[config.mk]
export PLATFORM = sky130hd
export DESIGN_NAME = bssc_ram
export DESIGN_NICKNAME = d
export VERILOG_FILES = /design/src/rtl/core/bssc_ram.sv
export SDC_FILE = /design/constraint.sdc
export NUM_CORES = 1
export LEC_CHECK = 0
export ABC_AREA = 1
export BUFFER_PORTS_ARGS = -buffer_cell sky130_fd_sc_hd__clkbuf_2
export CORE_MARGIN = 1.5
export CORE_UTILIZATION = 32
export CTS_CLUSTER_DIAMETER = 120
export CTS_CLUSTER_SIZE = 10
export DETAILED_ROUTE_END_ITERATION = 16
export PLACE_DENSITY = 0.55
export RECOVER_POWER = 50
export SLEW_MARGIN = 20
export SYNTH_ARGS = -nofsm -noshare
export SYNTH_HDL_FRONTEND = slang
export SYNTH_SLANG_ARGS = --single-unit
[constraint.sdc]
create_clock -name clk_i -period 1.99 [get_ports clk_i]
set_input_delay 0.0995 -clock clk_i [delete_from_list [all_inputs] [get_ports clk_i]]
set_output_delay 0.0995 -clock clk_i [all_outputs]
set_load 0.005 [all_outputs]
[src/rtl/core/bssc_ram.sv]
module bssc_ram #(
  parameter int unsigned WIDTH = 8,
  parameter int unsigned DEPTH = 16
) (
  input  logic                                       clk_i,
  input  logic                                       we_i,
  input  logic [((DEPTH > 1) ? $clog2(DEPTH) : 1)-1:0] waddr_i,
  input  logic [WIDTH-1:0]                           wdata_i,
  input  logic                                       re_i,
  input  logic [((DEPTH > 1) ? $clog2(DEPTH) : 1)-1:0] raddr_i,
  output logic [WIDTH-1:0]                           rdata_o
);

  logic [WIDTH-1:0] mem_q [DEPTH];
  logic [WIDTH-1:0] rdata_q;

  always_ff @(posedge clk_i) begin
    if (we_i) begin
      mem_q[waddr_i] <= wdata_i;
    end
    if (re_i) begin
      rdata_q <= mem_q[raddr_i];
    end
  end

  assign rdata_o = rdata_q;

endmodule

==> flow_summary.ini <==
[timing]
hold_violations = 0
max_freq_mhz = 825
rsz0062_at_grt = false
tns_ns = 0
tightest_slew_ns = 0.864
skew_ns = 0.00616
relSlewSlack_pct = 42.4
setup_viol = 0
slew_violations = 0
fin_crit_sh_pct = 60.9
finalCriticalPeriod_ns = 1.21

[critical_path]
end_kind = register
crit_fanout = 1
arrival_ns = 1.38
crit_top_cell = nand3_1
cpPeakStageDelay_ns = 0.38
path_class = reg2reg
path_cells = inv_1 -> nand2_1 -> nand3_1 -> nand3_1 -> nand3_1 -> nand2_1
crit_required_ns = 2.16
critPathSlowestCell = edfxtp_1
start_kind = register

[clock_network]
cts_root_buf = clkbuf_16
clkLatencyLatePin_ns = 0.41
cts_tree = built
cts_sinks = 136
cts_setup_buffers = 0
cts_made_buffers = 17
htree_levels = 4
ctsLongestPathBuffers = 2
postCtsHoldBufs = 0
cts_resized = 0
clkTransAtPathRegs_ns = 0.06

[grt]
grt_max_degree = 65
overflow = 0
antenna_found_initial = 0
track_usage_pct = 14.7
grt_pass1_vias = 3822
grt_pass1_wl_um = 21000

[floorplan]
rows = 49
io_pins = 27
start_util_pct = 32.5
die_w_um = 138
core-area_um2 = 18000
die_h_um = 138
die-area_um2 = 19100

[synth]
synth.top_cell.area_share_pct = 69.8
synth.cell_area_um2 = 5850
synthCells = 551
avgSynthCellArea_um2 = 10.6
synth_area_leaders = edfxtp_1, nand2_1, nand3_1, inv_1, buf_6
synth_cell_type_count = 11
yosys.area.top_type = edfxtp_1
synth_seq_cells = 136
yosysWarnings = 0
ys_seq_area_share_pct = 69.8
synth.net_count = 570

[power_and_ir_drop]
powerDensity_nw_per_um2 = 1020
p_leak_nw = 2.91
ir_worst_vdd_v = 0.000652

[final_layout]
final_common_cell = nand2_1
final_cell_mix = nand2_1, edfxtp_1, inv_1, nand3_1
ff_latch_area_um2 = 4080
drive_gt1_share_pct = 10.4
areaGrowthSynthToFinish_pct = 17.5
diodes = 0
postLayoutCoreUtil_pct = 38.3
fillers = 1752
multi_input_area_um2 = 1210
nets = 609

[flow_run]
drv_cap = 0

[place]
gp_routability_congestion = 0.821
hpwlAfterDp_um = 8150
port_buffers = 26

[drt]
ant_nets = 0
via_per_inst = 4.49
drc = 0
wl_per_cell_um = 15.9
drt_iter0_drc = 316
vias = 3738
dr.pass1.iters = 4
routed_wirelength_um = 13200

[outcome]
outcome = completed

[hold_path]
min_path_type = in2reg
area by class of cell:
| type | count | share of cell area, % |
|---|---|---|
| flip-flops and latches | 136 | 59.4 |
| clock buffers | 18 | 6.25 |
| clock inverters | 14 | 2.99 |
| well taps | 229 | 4.17 |
| inverters | 102 | 5.57 |
| multi-input cells | 289 | 17.7 |
| repair buffers | 44 | 3.93 |
where the power goes:
| part | internal (mW) | leakage (nW) | switching, mW | total (mW) |
|---|---|---|---|---|
| registers | 3.23 | 1.24 | 0.0180 | 3.25 |
| clock network | 2.21 | 0.305 | 1.15 | 3.36 |
| logic | 0.108 | 1.37 | 0.268 | 0.376 |
| total | 5.54 | 2.91 | 1.44 | 6.98 |
per-stage QoR:
| stage | hold WS [ns] | instances | total power [mW] | setup WS (ns) | instance area (µm²) |
|---|---|---|---|---|---|
| after floorplan | 0.198 | 551 | 3.53 | 0.940 | 5850 |
| after global placement | 0.487 | 800 | 3.69 | 0.597 | 6260 |
| after detailed placement | 0.498 | 800 | 3.69 | 0.591 | 6260 |
| after CTS | 0.0581 | 832 | 7.04 | 0.795 | 6890 |
| after global routing | 0.149 | 832 | 7.22 | 0.695 | 6870 |
| final | 0.133 | 832 | 6.98 | 0.778 | 6870 |
cell families (layout without fill, tap and decap cells):
family / count (synthesis) / in the layout / share of synthesized area, %
buf+inv: 126 / 178 / 9.39
simple gates: 289 / 289 / 20.8
flops: 136 / 136 / 69.8
Yosys cell counts:
cell type and n:
buf_4 4, nand3b_1 2, inv_1 100, buf_6 6, edfxtp_1 136, inv_2 2, buf_2 13, nand2_1 173
nand3_1 97, nor2_1 17, buf_1 1
flip-flops by register name, indices dropped and copies added (netlist names):
| register | cells |
|---|---|
| rdata_o | 8 |
| mem_q | 128 |
path summary, 6_finish.rpt:
| kind | start | end | slack (ns) | cells past startpoint |
|---|---|---|---|---|
| max | mem_q[8][2] | rdata_o[2] | 0.78 | 6 |
| min | raddr_i[3] | rdata_o[7] | 0.13 | 3 |
| min reg2reg | mem_q[11][7] | rdata_o[7] | 0.75 | 6 |
| max reg2reg | mem_q[8][2] | rdata_o[2] | 0.78 | 6 |
layer usage:
metal	GRT usage [%]	part of all wire [%]	vias to the layer above
li1	-	-	1860
met1	18.7	44	1757
met2	24.1	49	103
met3	3.71	5.9	18
met4	5.98	1.4	0
met5	0	0	-
worst max-delay path, delay by kind of cell, from the launching register on:
kind,cells,cell delay (ns)
and+or+nand+nor,5,0.52
buffers and inverters,1,0.07
DFF,1,0.38
(Power assumes the default switching activity.)
